===== config.mk =====
export PLATFORM = sky130hd
export DESIGN_NAME = handle_table_engine_flat
export DESIGN_NICKNAME = d
export VERILOG_FILES = /design/src/hdl/hte_pkg.sv /design/src/hdl/hte_if.sv /design/src/hdl/hte_front.sv /design/src/hdl/hte_queue.sv /design/src/hdl/hte_back.sv /design/src/hdl/handle_table_engine.sv /design/src/flat_wrapper.sv
export SDC_FILE = /design/constraint.sdc
export NUM_CORES = 2
export LEC_CHECK = 0
export BUFFER_PORTS_ARGS = -buffer_cell sky130_fd_sc_hd__buf_4
export CAP_MARGIN = 20
export CORE_MARGIN = 4
export CORE_UTILIZATION = 30
export CTS_BUF_LIST = sky130_fd_sc_hd__clkbuf_8
export DETAILED_ROUTE_END_ITERATION = 6
export GPL_ROUTABILITY_DRIVEN = 0
export PLACE_DENSITY = 0.44
export SLEW_MARGIN = 15
export SYNTH_ARGS = -nofsm -noshare
export SYNTH_HDL_FRONTEND = slang
export SYNTH_HIERARCHICAL = 1
export SYNTH_SLANG_ARGS = --single-unit

===== constraint.sdc =====
create_clock -name clk -period 8 [get_ports clk]
set_input_delay 1.2 -clock clk [delete_from_list [all_inputs] [get_ports clk]]
set_output_delay 1.2 -clock clk [all_outputs]
set_load 0.005 [all_outputs]

===== src/hdl/hte_pkg.sv =====
// ----------------------------------------------------------------------------
// hte_pkg
// Shared types and constants for the handle table engine.
// ----------------------------------------------------------------------------
package hte_pkg;

  localparam int unsigned DEF_TABLE_SLOTS = 64;
  localparam int unsigned DEF_ID_BITS     = 32;

  localparam int unsigned FUNC_W   = 3;
  localparam int unsigned INDEX_W  = 16;
  localparam int unsigned HID_W    = 32;
  localparam int unsigned STATUS_W = 2;
  localparam int unsigned NEW_ID_W = 32;
  localparam int unsigned NEW_IX_W = 6;

  // free-slot search width per cycle
  localparam int unsigned SCAN_W     = 32;
  localparam int unsigned SCAN_POS_W = 5;

  localparam int unsigned QUEUE_DEPTH = 2;

  localparam logic [FUNC_W-1:0] FUNC_VALIDATE   = 3'd0;
  localparam logic [FUNC_W-1:0] FUNC_ACQUIRE    = 3'd1;
  localparam logic [FUNC_W-1:0] FUNC_RELEASE    = 3'd2;
  localparam logic [FUNC_W-1:0] FUNC_INVALIDATE = 3'd3;
  localparam logic [FUNC_W-1:0] FUNC_ACTIVATE   = 3'd4;

  // classified operation; OP_REJECT covers anything that fails up front
  typedef enum logic [2:0] {
    OP_VALIDATE,
    OP_ACQUIRE,
    OP_RELEASE,
    OP_INVALIDATE,
    OP_ACTIVATE,
    OP_REJECT
  } op_t;

  typedef enum logic [STATUS_W-1:0] {
    ST_OK         = 2'd0,
    ST_HANDLE_ERR = 2'd1,
    ST_NO_SPACE   = 2'd2
  } status_t;

  typedef struct packed {
    op_t                op;
    logic [INDEX_W-1:0] idx;
    logic [HID_W-1:0]   hid;
  } req_t;

endpackage


===== src/hdl/hte_if.sv =====
// ----------------------------------------------------------------------------
// hte_if
// Channel interfaces: request, response and configuration write.
// ----------------------------------------------------------------------------
interface hte_req_if;
  import hte_pkg::*;
  logic                valid;
  logic                ready;
  logic [FUNC_W-1:0]   func;
  logic [INDEX_W-1:0]  handle_index;
  logic [HID_W-1:0]    handle_id;
  modport source (output valid, output func, output handle_index, output handle_id,
                  input ready);
  modport sink   (input valid, input func, input handle_index, input handle_id,
                  output ready);
endinterface

interface hte_rsp_if;
  import hte_pkg::*;
  logic                valid;
  logic                ready;
  logic [STATUS_W-1:0] status;
  logic [NEW_ID_W-1:0] new_id;
  logic [NEW_IX_W-1:0] new_index;
  modport source (output valid, output status, output new_id, output new_index,
                  input ready);
  modport sink   (input valid, input status, input new_id, input new_index,
                  output ready);
endinterface

interface hte_cfg_if;
  logic        valid;
  logic        ready;
  logic [31:0] starting_id;
  modport source (output valid, output starting_id, input ready);
  modport sink   (input valid, input starting_id, output ready);
endinterface


===== src/hdl/hte_front.sv =====
// ----------------------------------------------------------------------------
// hte_front
// Accepts requests and classifies them before they enter the queue.
// ----------------------------------------------------------------------------
module hte_front
  import hte_pkg::*;
#(
  parameter int unsigned TABLE_SLOTS = DEF_TABLE_SLOTS
) (
  hte_req_if.sink     in_ch,
  output logic        push_valid,
  input  logic        push_ready,
  output req_t        push_data
);

  logic in_range;
  logic id_live;

  assign in_range = {1'b0, in_ch.handle_index} < (INDEX_W+1)'(TABLE_SLOTS);
  // ID zero is the free marker and never names a live slot
  assign id_live  = in_ch.handle_id != '0;

  assign in_ch.ready = push_ready;
  assign push_valid  = in_ch.valid;

  always_comb begin
    push_data.idx = in_ch.handle_index;
    push_data.hid = in_ch.handle_id;
    unique case (in_ch.func)
      FUNC_VALIDATE:   push_data.op = OP_VALIDATE;
      FUNC_ACQUIRE:    push_data.op = OP_ACQUIRE;
      FUNC_RELEASE:    push_data.op = OP_RELEASE;
      FUNC_INVALIDATE: push_data.op = OP_INVALIDATE;
      FUNC_ACTIVATE:   push_data.op = OP_ACTIVATE;
      default:         push_data.op = OP_REJECT;
    endcase
    if (push_data.op != OP_ACTIVATE && !(in_range && id_live)) begin
      push_data.op = OP_REJECT;
    end
  end

endmodule


===== src/hdl/hte_queue.sv =====
// ----------------------------------------------------------------------------
// hte_queue
// Short FIFO of classified requests between front and back.
// ----------------------------------------------------------------------------
module hte_queue
  import hte_pkg::*;
(
  input  logic clk,
  input  logic rst_n,
  input  logic push_valid,
  output logic push_ready,
  input  req_t push_data,
  output logic pop_valid,
  input  logic pop_ready,
  output req_t pop_data
);

  localparam int unsigned PTR_W = (QUEUE_DEPTH > 1) ? $clog2(QUEUE_DEPTH) : 1;
  localparam int unsigned CNT_W = $clog2(QUEUE_DEPTH + 1);

  req_t             slots_r [QUEUE_DEPTH];
  logic [PTR_W-1:0] wr_ptr_r, wr_ptr_nxt;
  logic [PTR_W-1:0] rd_ptr_r, rd_ptr_nxt;
  logic [CNT_W-1:0] count_r, count_nxt;
  logic             do_push, do_pop;

  assign push_ready = count_r != CNT_W'(QUEUE_DEPTH);
  assign pop_valid  = count_r != '0;
  assign pop_data   = slots_r[rd_ptr_r];
  assign do_push    = push_valid && push_ready;
  assign do_pop     = pop_valid && pop_ready;

  always_comb begin
    wr_ptr_nxt = wr_ptr_r;
    rd_ptr_nxt = rd_ptr_r;
    if (do_push) begin
      wr_ptr_nxt = (wr_ptr_r == PTR_W'(QUEUE_DEPTH - 1)) ? '0 : wr_ptr_r + 1'b1;
    end
    if (do_pop) begin
      rd_ptr_nxt = (rd_ptr_r == PTR_W'(QUEUE_DEPTH - 1)) ? '0 : rd_ptr_r + 1'b1;
    end
    count_nxt = count_r + CNT_W'(do_push) - CNT_W'(do_pop);
  end

  always_ff @(posedge clk) begin
    if (!rst_n) begin
      wr_ptr_r <= '0;
      rd_ptr_r <= '0;
      count_r  <= '0;
    end else begin
      wr_ptr_r <= wr_ptr_nxt;
      rd_ptr_r <= rd_ptr_nxt;
      count_r  <= count_nxt;
    end
  end

  always_ff @(posedge clk) begin
    if (do_push) begin
      slots_r[wr_ptr_r] <= push_data;
    end
  end

endmodule


===== src/hdl/hte_back.sv =====
// ----------------------------------------------------------------------------
// hte_back
// Executes queued requests against the slot table and drives responses.
// ----------------------------------------------------------------------------
module hte_back
  import hte_pkg::*;
#(
  parameter int unsigned TABLE_SLOTS = DEF_TABLE_SLOTS,
  parameter int unsigned ID_BITS     = DEF_ID_BITS
) (
  input  logic        clk,
  input  logic        rst_n,
  input  logic        pop_valid,
  output logic        pop_ready,
  input  req_t        pop_data,
  hte_cfg_if.sink     cfg_ch,
  hte_rsp_if.source   out_ch
);

  localparam int unsigned IDX_W   = $clog2(TABLE_SLOTS);
  localparam int unsigned NCHUNK  = (TABLE_SLOTS + SCAN_W - 1) / SCAN_W;
  localparam int unsigned CIDX_W  = (NCHUNK > 1) ? $clog2(NCHUNK) : 1;
  localparam int unsigned SLOT_FW = CIDX_W + SCAN_POS_W;

  typedef enum logic [1:0] {S_IDLE, S_EXEC, S_SCAN, S_ACT} state_t;

  state_t              state_r, state_nxt;
  req_t                req_r, req_nxt;
  logic [TABLE_SLOTS-1:0] used_r, used_nxt;
  logic [TABLE_SLOTS-1:0] lock_r, lock_nxt;
  logic [ID_BITS-1:0]  counter_r, counter_nxt;
  logic [CIDX_W-1:0]   chunk_r, chunk_nxt;
  logic                found_r, found_nxt;
  logic                found_lock_r, found_lock_nxt;
  logic [IDX_W-1:0]    slot_r, slot_nxt;
  logic                out_valid_r, out_valid_nxt;
  status_t             status_r, status_nxt;
  logic [NEW_ID_W-1:0] new_id_r, new_id_nxt;
  logic [NEW_IX_W-1:0] new_index_r, new_index_nxt;

  // slot ID store; an entry whose used bit is clear is treated as free whatever it holds
  logic [ID_BITS-1:0]  id_mem [TABLE_SLOTS];
  logic [ID_BITS-1:0]  rd_data_r;
  logic                mem_wr;

  logic                out_free;
  logic [IDX_W-1:0]    req_idx;
  logic                handle_ok;
  logic                cur_lock;
  logic [NCHUNK*SCAN_W-1:0] free_pad, lock_pad;
  logic [SCAN_W-1:0]   free_chunk, lock_chunk;
  logic [SCAN_POS_W-1:0] hit_pos;
  logic                hit_any;
  logic [SLOT_FW-1:0]  hit_slot;
  logic [ID_BITS-1:0]  cnt_inc, issued_id;
  logic [ID_BITS+NEW_ID_W-1:0] issued_ext;
  logic [IDX_W+NEW_IX_W-1:0]   slot_ext;
  logic [ID_BITS+HID_W-1:0]    stored_ext, claim_ext;
  logic [ID_BITS+32-1:0]       cfg_ext;

  assign out_free        = !out_valid_r || out_ch.ready;
  assign out_ch.valid    = out_valid_r;
  assign out_ch.status   = status_r;
  assign out_ch.new_id   = new_id_r;
  assign out_ch.new_index = new_index_r;
  assign cfg_ch.ready    = 1'b1;
  assign pop_ready       = (state_r == S_IDLE);

  assign req_idx    = req_r.idx[IDX_W-1:0];
  assign stored_ext = {{HID_W{1'b0}}, rd_data_r};
  assign claim_ext  = {{ID_BITS{1'b0}}, req_r.hid};
  assign handle_ok  = used_r[req_idx] && (stored_ext == claim_ext);
  assign cur_lock   = lock_r[req_idx];

  always_comb begin
    free_pad = '0;
    lock_pad = '0;
    free_pad[TABLE_SLOTS-1:0] = ~used_r;
    lock_pad[TABLE_SLOTS-1:0] = lock_r;
  end

  assign free_chunk = free_pad[chunk_r*SCAN_W +: SCAN_W];
  assign lock_chunk = lock_pad[chunk_r*SCAN_W +: SCAN_W];
  assign hit_any    = |free_chunk;

  always_comb begin
    hit_pos = '0;
    for (int i = SCAN_W - 1; i >= 0; i--) begin
      if (free_chunk[i]) begin
        hit_pos = SCAN_POS_W'(i);
      end
    end
  end

  assign hit_slot = {chunk_r, hit_pos};

  // counter wraps and skips the free marker
  assign cnt_inc    = counter_r + 1'b1;
  assign issued_id  = (cnt_inc == '0) ? ID_BITS'(1) : cnt_inc;
  assign issued_ext = {{NEW_ID_W{1'b0}}, issued_id};
  assign slot_ext   = {{NEW_IX_W{1'b0}}, slot_r};
  assign cfg_ext    = {{ID_BITS{1'b0}}, cfg_ch.starting_id};

  assign mem_wr = (state_r == S_ACT) && out_free && found_r && !found_lock_r;

  always_comb begin
    state_nxt      = state_r;
    req_nxt        = req_r;
    used_nxt       = used_r;
    lock_nxt       = lock_r;
    counter_nxt    = counter_r;
    chunk_nxt      = chunk_r;
    found_nxt      = found_r;
    found_lock_nxt = found_lock_r;
    slot_nxt       = slot_r;
    out_valid_nxt  = out_valid_r && !out_ch.ready;
    status_nxt     = status_r;
    new_id_nxt     = new_id_r;
    new_index_nxt  = new_index_r;

    unique case (state_r)
      S_IDLE: begin
        if (pop_valid) begin
          req_nxt   = pop_data;
          state_nxt = S_EXEC;
        end
      end
      S_EXEC: begin
        if (req_r.op == OP_ACTIVATE) begin
          chunk_nxt = '0;
          state_nxt = S_SCAN;
        end else if (out_free) begin
          out_valid_nxt = 1'b1;
          new_id_nxt    = '0;
          new_index_nxt = '0;
          status_nxt    = ST_HANDLE_ERR;
          unique case (req_r.op)
            OP_VALIDATE: begin
              if (handle_ok) status_nxt = ST_OK;
            end
            OP_ACQUIRE: begin
              if (handle_ok && !cur_lock) begin
                lock_nxt[req_idx] = 1'b1;
                status_nxt        = ST_OK;
              end
            end
            OP_RELEASE: begin
              if (handle_ok) begin
                lock_nxt[req_idx] = 1'b0;
                status_nxt        = ST_OK;
              end
            end
            OP_INVALIDATE: begin
              if (handle_ok && !cur_lock) begin
                used_nxt[req_idx] = 1'b0;
                status_nxt        = ST_OK;
              end
            end
            default: status_nxt = ST_HANDLE_ERR;
          endcase
          state_nxt = S_IDLE;
        end
      end
      S_SCAN: begin
        if (hit_any) begin
          found_nxt      = 1'b1;
          found_lock_nxt = lock_chunk[hit_pos];
          slot_nxt       = hit_slot[IDX_W-1:0];
          state_nxt      = S_ACT;
        end else if (chunk_r == CIDX_W'(NCHUNK - 1)) begin
          found_nxt      = 1'b0;
          found_lock_nxt = 1'b0;
          state_nxt      = S_ACT;
        end else begin
          chunk_nxt = chunk_r + 1'b1;
        end
      end
      S_ACT: begin
        if (out_free) begin
          out_valid_nxt = 1'b1;
          new_id_nxt    = '0;
          new_index_nxt = '0;
          if (!found_r) begin
            status_nxt = ST_NO_SPACE;
          end else if (found_lock_r) begin
            status_nxt = ST_HANDLE_ERR;
          end else begin
            status_nxt       = ST_OK;
            counter_nxt      = issued_id;
            used_nxt[slot_r] = 1'b1;
            new_id_nxt       = issued_ext[NEW_ID_W-1:0];
            new_index_nxt    = slot_ext[NEW_IX_W-1:0];
          end
          state_nxt = S_IDLE;
        end
      end
      default: state_nxt = S_IDLE;
    endcase

    if (cfg_ch.valid) begin
      counter_nxt = cfg_ext[ID_BITS-1:0];
    end
  end

  always_ff @(posedge clk) begin
    if (!rst_n) begin
      state_r      <= S_IDLE;
      used_r       <= '0;
      lock_r       <= '0;
      counter_r    <= '0;
      out_valid_r  <= 1'b0;
      chunk_r      <= '0;
      found_r      <= 1'b0;
      found_lock_r <= 1'b0;
    end else begin
      state_r      <= state_nxt;
      used_r       <= used_nxt;
      lock_r       <= lock_nxt;
      counter_r    <= counter_nxt;
      out_valid_r  <= out_valid_nxt;
      chunk_r      <= chunk_nxt;
      found_r      <= found_nxt;
      found_lock_r <= found_lock_nxt;
    end
    req_r       <= req_nxt;
    slot_r      <= slot_nxt;
    status_r    <= status_nxt;
    new_id_r    <= new_id_nxt;
    new_index_r <= new_index_nxt;
  end

  // slot ID is read once, as the request is popped, and held while it waits
  always_ff @(posedge clk) begin
    if (mem_wr) begin
      id_mem[slot_r] <= issued_id;
    end
    if (pop_valid && pop_ready) begin
      rd_data_r <= id_mem[pop_data.idx[IDX_W-1:0]];
    end
  end

endmodule


===== src/hdl/handle_table_engine.sv =====
// ----------------------------------------------------------------------------
// handle_table_engine
// Generational handle table: validate, acquire, release, invalidate, activate.
// ----------------------------------------------------------------------------
// Channels: in_ch carries requests (func, handle_index, handle_id), out_ch
// returns exactly one response per request (status, new_id, new_index) in
// request order, cfg_ch writes starting_id, which also reloads the ID counter.
// Write cfg_ch only while no request is outstanding.
// A front stage classifies requests (range, free-marker ID, unknown code)
// into a two-entry queue; the back end runs one request at a time.
// Validate, acquire, release and invalidate read the slot ID from the table
// memory as the request is popped, then check and update the slot.
// Activate reads, dispatches, searches the used bitmap 32 slots per cycle over
// up to ceil(TABLE_SLOTS/32) chunks, then writes the new ID.
// Reset clears all used and lock bits (every slot free; ID memory not cleared),
// the counter, the queue and the response valid bit; no clearing pass.
// A stalled out_ch holds the response; the queue keeps taking requests
// until full, then in_ch.ready falls.
// ----------------------------------------------------------------------------
module handle_table_engine
  import hte_pkg::*;
#(
  parameter int unsigned TABLE_SLOTS = DEF_TABLE_SLOTS,
  parameter int unsigned ID_BITS     = DEF_ID_BITS
) (
  input  logic       clk,
  input  logic       rst_n,
  hte_req_if.sink    in_ch,
  hte_rsp_if.source  out_ch,
  hte_cfg_if.sink    cfg_ch
);

  logic push_valid, push_ready;
  req_t push_data;
  logic pop_valid, pop_ready;
  req_t pop_data;

  hte_front #(
    .TABLE_SLOTS (TABLE_SLOTS)
  ) u_front (
    .in_ch      (in_ch),
    .push_valid (push_valid),
    .push_ready (push_ready),
    .push_data  (push_data)
  );

  hte_queue u_queue (
    .clk        (clk),
    .rst_n      (rst_n),
    .push_valid (push_valid),
    .push_ready (push_ready),
    .push_data  (push_data),
    .pop_valid  (pop_valid),
    .pop_ready  (pop_ready),
    .pop_data   (pop_data)
  );

  hte_back #(
    .TABLE_SLOTS (TABLE_SLOTS),
    .ID_BITS     (ID_BITS)
  ) u_back (
    .clk       (clk),
    .rst_n     (rst_n),
    .pop_valid (pop_valid),
    .pop_ready (pop_ready),
    .pop_data  (pop_data),
    .cfg_ch    (cfg_ch),
    .out_ch    (out_ch)
  );

endmodule


===== src/flat_wrapper.sv =====
// flat-port wrapper written by rule: the top's interface ports become plain ports
module handle_table_engine_flat import hte_pkg::*;
#(
  parameter int unsigned TABLE_SLOTS = DEF_TABLE_SLOTS,
  parameter int unsigned ID_BITS     = DEF_ID_BITS
)
  (clk, rst_n, in_ch_valid, in_ch_func, in_ch_handle_index, in_ch_handle_id, in_ch_ready, out_ch_valid, out_ch_status, out_ch_new_id, out_ch_new_index, out_ch_ready, cfg_ch_valid, cfg_ch_starting_id, cfg_ch_ready);
  hte_req_if in_ch_i ();
  hte_rsp_if out_ch_i ();
  hte_cfg_if cfg_ch_i ();
  input  logic clk;
  input  logic rst_n;
  input wire logic [$bits(in_ch_i.valid)-1:0] in_ch_valid;
  input wire logic [$bits(in_ch_i.func)-1:0] in_ch_func;
  input wire logic [$bits(in_ch_i.handle_index)-1:0] in_ch_handle_index;
  input wire logic [$bits(in_ch_i.handle_id)-1:0] in_ch_handle_id;
  output wire logic [$bits(in_ch_i.ready)-1:0] in_ch_ready;
  output wire logic [$bits(out_ch_i.valid)-1:0] out_ch_valid;
  output wire logic [$bits(out_ch_i.status)-1:0] out_ch_status;
  output wire logic [$bits(out_ch_i.new_id)-1:0] out_ch_new_id;
  output wire logic [$bits(out_ch_i.new_index)-1:0] out_ch_new_index;
  input wire logic [$bits(out_ch_i.ready)-1:0] out_ch_ready;
  input wire logic [$bits(cfg_ch_i.valid)-1:0] cfg_ch_valid;
  input wire logic [$bits(cfg_ch_i.starting_id)-1:0] cfg_ch_starting_id;
  output wire logic [$bits(cfg_ch_i.ready)-1:0] cfg_ch_ready;
  assign in_ch_i.valid = in_ch_valid;
  assign in_ch_i.func = in_ch_func;
  assign in_ch_i.handle_index = in_ch_handle_index;
  assign in_ch_i.handle_id = in_ch_handle_id;
  assign in_ch_ready = in_ch_i.ready;
  assign out_ch_valid = out_ch_i.valid;
  assign out_ch_status = out_ch_i.status;
  assign out_ch_new_id = out_ch_i.new_id;
  assign out_ch_new_index = out_ch_i.new_index;
  assign out_ch_i.ready = out_ch_ready;
  assign cfg_ch_i.valid = cfg_ch_valid;
  assign cfg_ch_i.starting_id = cfg_ch_starting_id;
  assign cfg_ch_ready = cfg_ch_i.ready;
  handle_table_engine #(.TABLE_SLOTS(TABLE_SLOTS), .ID_BITS(ID_BITS)) u_core (.clk(clk), .rst_n(rst_n), .in_ch(in_ch_i), .out_ch(out_ch_i), .cfg_ch(cfg_ch_i));
endmodule

# ---- After elaboration in Yosys (flattened, before gate mapping)
# Memory sizes are Yosys's and may differ from the RTL's. A register that Yosys moved wholly into a read port is not among the register bits.
# Cells that the tools add are included.
dict set report op_classes {
  n_mux 106
  magnitude_cmp 6
  n_div 0
  n_reduce_logical 43
  shifts 2
  n_mul 0
  bitwise_logic 7
  n_eq_ne 28
  n_addsub 6
}
# op n
set op_table {}
lappend op_table {{two-way mux 64 bit} 9}
lappend op_table {{two-way mux 32 bit} 11}
lappend op_table {{one-hot mux 64 bit (2 select lines)} 2}
lappend op_table {{two-way mux 5 bit} 32}
lappend op_table {{bitwise AND 64 bit} 2}
lappend op_table {{inverter 64 bit} 2}
lappend op_table {{OR 64 bit} 2}
lappend op_table {{indexed part select 64 x 7 -> 32 bit} 2}
lappend op_table {{one-hot mux 32 bit (2 select lines)} 1}
lappend op_table {{adder 32 x 1 -> 32 bit, second input constant} 1}
lappend op_table {{equality test 32 bit} 1}
lappend op_table {{logical NOT 32 bit} 1}
lappend op_table {{nonzero test 32 bit} 1}
lappend op_table {{OR reduction 32 bit} 1}
lappend op_table {{two-way mux 6 bit} 5}
lappend op_table {{!= test 2 bit, second input constant} 14}
lappend op_table {{two-way mux 1 bit} 24}
lappend op_table {{two-way mux 2 bit} 9}
lappend op_table {{less-than comparator 16 x 7 -> 1 bit, second input constant} 1}
lappend op_table {{nonzero test 2 bit} 8}
lappend op_table {{one-hot mux 3 bit (5 select lines)} 1}
lappend op_table {{less-than comparator 6 x 7 -> 1 bit, second input constant} 2}
lappend op_table {{binary-select mux 1 bit (select 6 bit)} 2}
lappend op_table {{demux 1 bit (select 6 bit)} 2}
lappend op_table {{29 further kinds} 62}
dict set report totals {
  reg_bits 257
  latchBits 0
  ramBits 2150
  inputBits 88
  n_memories 2
  romBits 0
  elab_cells 218
}
# name words word_bits rd rd_clocked_by_memory_dff wr line
set memory_table {}
lappend memory_table {u_core.u_back.id_mem 64 32 1 1 1 hte_back.sv:42} ;# logic [ID_BITS-1:0] id_mem [TABLE_SLOTS];
lappend memory_table {u_core.u_queue.slots_r 2 51 1 1 1 hte_queue.sv:21} ;# req_t slots_r [QUEUE_DEPTH];

# ---- Longest topological paths before layout
dict set report logic_depth {
  ltp_word 37
  mapped_depth 15
  mapped_depth_nobuf 11
}

# ---- By module
# Netlist, hierarchy kept.
# mod n_inst cells_each area_each_um2
set by_module_without_submodules {}
lappend by_module_without_submodules {hte_back 1 4501 92298.5}
lappend by_module_without_submodules {hte_queue 1 188 3961.3}
lappend by_module_without_submodules {hte_front 1 71 528.0}

# ---- Worst setup path before layout
# OpenSTA, ideal clock, no wires.
dict set report synth_timing {
  kind {flip-flop to flip-flop}
  start {register u_core.u_back.counter_r[0]}
  end {memory u_core/u_back/id_mem[0][1] in the netlist's numbering, data pin}
  slack_ps 1937
  t_arrival_ps 5542
  setup_ps 521
  stages_incl_launch_ff 11
  cell_sequence {dfxtp_1 ha_1 nand3_1 or3b_1 clkbuf_1 xnor2_1 a2111oi_0 nand4_1 nor4_1 and4bb_2 nor2b_1}
}
dict set report synth_between {
  elab_chain_len 3
}
# item line
set synth_lines {}
lappend synth_lines {{start, declared} hte_back.sv:31} ;# logic [ID_BITS-1:0] counter_r, counter_nxt;
lappend synth_lines {{start signal, assigned} hte_back.sv:219} ;# counter_r <= counter_nxt;
lappend synth_lines {{adder 32 x 1 -> 32 bit *} hte_back.sv:98} ;# assign cnt_inc = counter_r + 1'b1;
lappend synth_lines {{logical NOT 32 bit} hte_back.sv:99} ;# assign issued_id = (cnt_inc == '0) ? ID_BITS'(1) : cnt_inc;
lappend synth_lines {{two-way mux 32 bit *} hte_back.sv:99}
lappend synth_lines {{net u_core.u_back.issued_id[1]} hte_back.sv:55} ;# logic [ID_BITS-1:0] cnt_inc, issued_id;
lappend synth_lines {{end, declared} hte_back.sv:42}
# The timed path passes the listed nets; every way through them passes the cells marked *.

# ---- Final worst setup path
dict set report layout_timing {
  start {register u_core.u_back.state_r[1]}
  end {memory u_core/u_back/id_mem[3][30] in the netlist's numbering (enable)}
}
dict set report layout_between {
  elab_chain_len 6
}
# item line
set layout_lines {}
lappend layout_lines {{start, declared} hte_back.sv:27} ;# state_t state_r, state_nxt;
lappend layout_lines {{start signal, assigned} hte_back.sv:216} ;# state_r <= state_nxt;
lappend layout_lines {{equality test 2 bit} hte_back.sv:104} ;# assign mem_wr = (state_r == S_ACT) && out_free && found_r && !found_lock_r;
lappend layout_lines {{logical AND 1 bit (3 in series)} hte_back.sv:104}
lappend layout_lines {{two-way mux 1 bit} hte_back.sv:234} ;# if (mem_wr) begin
lappend layout_lines {{two-way mux 1 bit (implied by the code)} hte_back.sv:235} ;# id_mem[slot_r] <= issued_id;
# No other way between the ends.

==> results.rst <==
.. list-table::
   :header-rows: 1

   * - Metric
     - Value
   * - Critical path startpoint
     - u_core/u_back/state_r[1]
   * - IO Count
     - around 130
   * - Wire length reported by the detailed router
     - 291200 um
   * - Worst hold stages
     - 1
   * - Number of nets produced by synthesis
     - approximately 4800
   * - Worst Path Class, Setup
     - reg2reg
   * - Number of vias after detailed routing
     - 49260
   * - Max IR drop VDD
     - 181.9 uV
   * - Crit Reg-Reg Startpoint
     - u_core/u_back/state_r[1]
   * - Root Driver
     - sky130_fd_sc_hd__clkbuf_8
   * - Count of input and output buffers
     - about 130
   * - Largest net degree at the start of global routing
     - 117
   * - Destination of the worst hold path
     - u_core/u_queue/slots_r[1][34]
   * - Critical path capture point type
     - register
   * - Source-to-sink clock delay at the later pin of the worst-skew pair
     - 1.00 ns
   * - Cts bufs inserted
     - 407
   * - TritonCTS clock tree
     - built
   * - Vias per std cell
     - about 5.1
   * - Count of synthesis-stage warnings from yosys
     - 6
   * - Relative slew slack
     - 0.2252
   * - Tightest Pin Transition
     - approximately 1.2 ns
   * - Syn avg cell area
     - roughly 20 um^2
   * - Post-Syn Area
     - ~96000 um^2
   * - Post-CTS Repair Setup Buffers
     - 0
   * - Clock-pin slew reported for the worst setup and hold paths after clock tree synthesis
     - ~0.060 ns
   * - Die outline height
     - 573.7 um
   * - Maximum clock frequency
     - 193.1 MHz
   * - Clock Skews
     - around 0.07 ns
   * - Worst path top cell family by delay
     - simple AND/OR/NAND/NOR gates
   * - Endpoint of the worst-slack reg-to-reg timing path
     - u_core/u_back/id_mem[3][30]
   * - Average wire length per cell after detail routing
     - just over 30 um
   * - Fin area
     - about 110000 um^2
   * - Hold_buf cts
     - 0
   * - Minimum clock period after layout
     - a little over 5 ns
   * - Total gr overflow
     - 0
   * - Setup Viol. Count Final
     - 0
   * - Cell type with the highest occurrence count on the critical path
     - sky130_fd_sc_hd__nand2_1
   * - Worst path bufs/invs
     - 1
   * - Worst min-delay path class
     - in2reg
   * - Starting utilization of the core area
     - 0.3016
   * - Post-route DRC violation count
     - 0
   * - WP data arrival
     - between 5 and 6 ns
   * - DR pass1 iterations
     - 5
   * - Reg-to-reg setup timing slack
     - 2.82 ns
   * - RSZ-0062 raised after global routing
     - no
   * - Initial antenna violation count
     - 23
   * - Setup TNS
     - 0 ns
   * - Data required time of the critical path
     - around 8.6 ns
   * - CP Cell Sequence
     - nand2_1, nor3b_2, nand2_1, nor2_1, nand3_1, nor2_4, buf_4
   * - First-pass GRT wire length
     - around 400000 um
   * - Number of clock sinks seen by CTS
     - roughly 2400
   * - Sum of net half-perimeters after detailed placement
     - between 150000 and 200000 um
   * - Post-Synthesis Cells
     - between 4000 and 5000
   * - Slew Viols, Final
     - 0
   * - Vias in the first global route
     - 50170
   * - Level count of the clock H-tree
     - 5
   * - Post-cts sizing count
     - 0
   * - Clock buffer depth
     - 4
   * - Max-cap violation count
     - 0
   * - GRT Total Usage
     - 0.1726
   * - Initial drt markers
     - between 5000 and 6000
   * - Min-delay src
     - in_ch_handle_index[2]
   * - Number of rows created at floorplan
     - around 210
   * - Cell with the biggest individual delay on the critical path
     - sky130_fd_sc_hd__nor2_4
   * - Startpoint types
     - register
   * - Result of the run
     - completed
   * - Period utilisation layout
     - 0.6475
   * - Total cell area at the placement stage
     - roughly 100000 um^2
   * - Peak per-stage delay on the critical path
     - slightly above 1 ns
   * - Cell area power density
     - roughly 290 nW/um^2
   * - Signed area change from the synthesized netlist to the final layout
     - 14.91%
   * - Max Fanout on Critical Path
     - 20
   * - Core Box Area
     - about 320000 um^2
   * - Final-stage net count
     - 5208
   * - Layout cell share with drive strength beyond 1
     - 0.3072
   * - Leakage
     - 0.03528 uW
   * - Chip Width
     - roughly 570 um
   * - DIE AREA
     - between 300000 and 400000 um^2
   * - Antenna Violating Nets Remaining
     - 0
   * - Endpoints failing hold
     - 0
   * - Length in cells of the worst reg-to-reg path
     - 7
[metal layers]
metal  GRT usage  wire, um  up-vias
met2      0.2683    134400     1589
met3     0.02833     18840      398
met5           0        26        -
li1            -         -    20330
met1      0.2539    132100    26940
met4     0.03945      5852        4
[worst max-delay path by stage]
stage / end / cells after the start
2_1_floorplan: u_core/u_back/id_mem[0][1] / 10
3_3_place_gp: u_core/u_back/id_mem[3][17] / 7
3_5_place_dp: u_core/u_back/id_mem[3][17] / 7
4_1_cts: u_core/u_back/id_mem[3][31] / 7
5_1_grt: u_core/u_back/id_mem[3][30] / 7
6_report: u_core/u_back/id_mem[3][30] / 7
[placed cells by master (no fill, tap or decap), drive strengths merged, types with 7 or more instances in the layout]
cell type	count
o211a	8
o211ai	38
mux2i	80
nand2	179
clkbuf	428
a21oi	29
nand2b	13
and3	11
o221a	7
inv	175
nand4	23
a22oi	11
o31ai	36
or2	7
mux4	683
o21ai	117
nor3	73
diode	11
mux2	59
nand3	52
nand3b	23
nor4	13
buf	290
nor2	219
nor2b	22
a31oi	7
and2	55
bufinv	7
a221oi	9
o22ai	7
dfxtp	171
edfxtp	2249
a21boi	8
clkinv	165
xnor2	61
xor2	31
[flip-flops by register name, indices dropped and copies added, names as in the netlist, 2 cells and up, named ones only]
register and cells:
u_core/u_back/used_r 64, u_core/u_back/rd_data_r 32, u_core/u_back/out_ch.new_index 6, u_core/u_back/id_mem 2048, u_core/u_back/out_ch.status 2, u_core/u_queue/slots_r 82, u_core/u_queue/count_r 2, u_core/u_back/req_idx 6
u_core/u_back/out_ch.new_id 32, u_core/u_back/slot_r 6, u_core/u_back/req_r 3, u_core/u_back/counter_r 32, u_core/u_back/claim_ext 32, u_core/u_back/state_r 2
[area by class of cell]
type | instances | area, um^2
Fill cell | 29740 | 208000
Sequential cell | 2420 | 70960
Multi-Input combinational cell | 1960 | 24180
Clock buffer | 428 | 5891
Tap cell | 4180 | 5230
Timing Repair Buffer | 290 | 2367
Clock inverter | 312 | 1510
Inverter | 39 | 147.6
Antenna cell | 11 | 27.53
[power breakdown]
part | leakage (uW) | internal, uW | switching (uW)
registers | 0.0220 | 14300 | 380
logic | 0.00896 | 3220 | 4210
clock network | 0.00430 | 5170 | 5020
[stage by stage]
step	total power, uW	cells	util	setup slack (ns)	hold slack, ns
after CTS	32830	9628	0.3464	2.767	0.2663
final	32320	9640	0.3466	2.820	0.4073
after global placement	22540	8886	0.3230	2.900	0.4624
after detailed placement	22520	8888	0.3231	2.765	0.4716
after global routing	33710	9630	0.3465	2.404	0.3124
after floorplan	19440	4720	-	1.937	0.4430
Note: power is estimated with default switching activity, not from simulation.
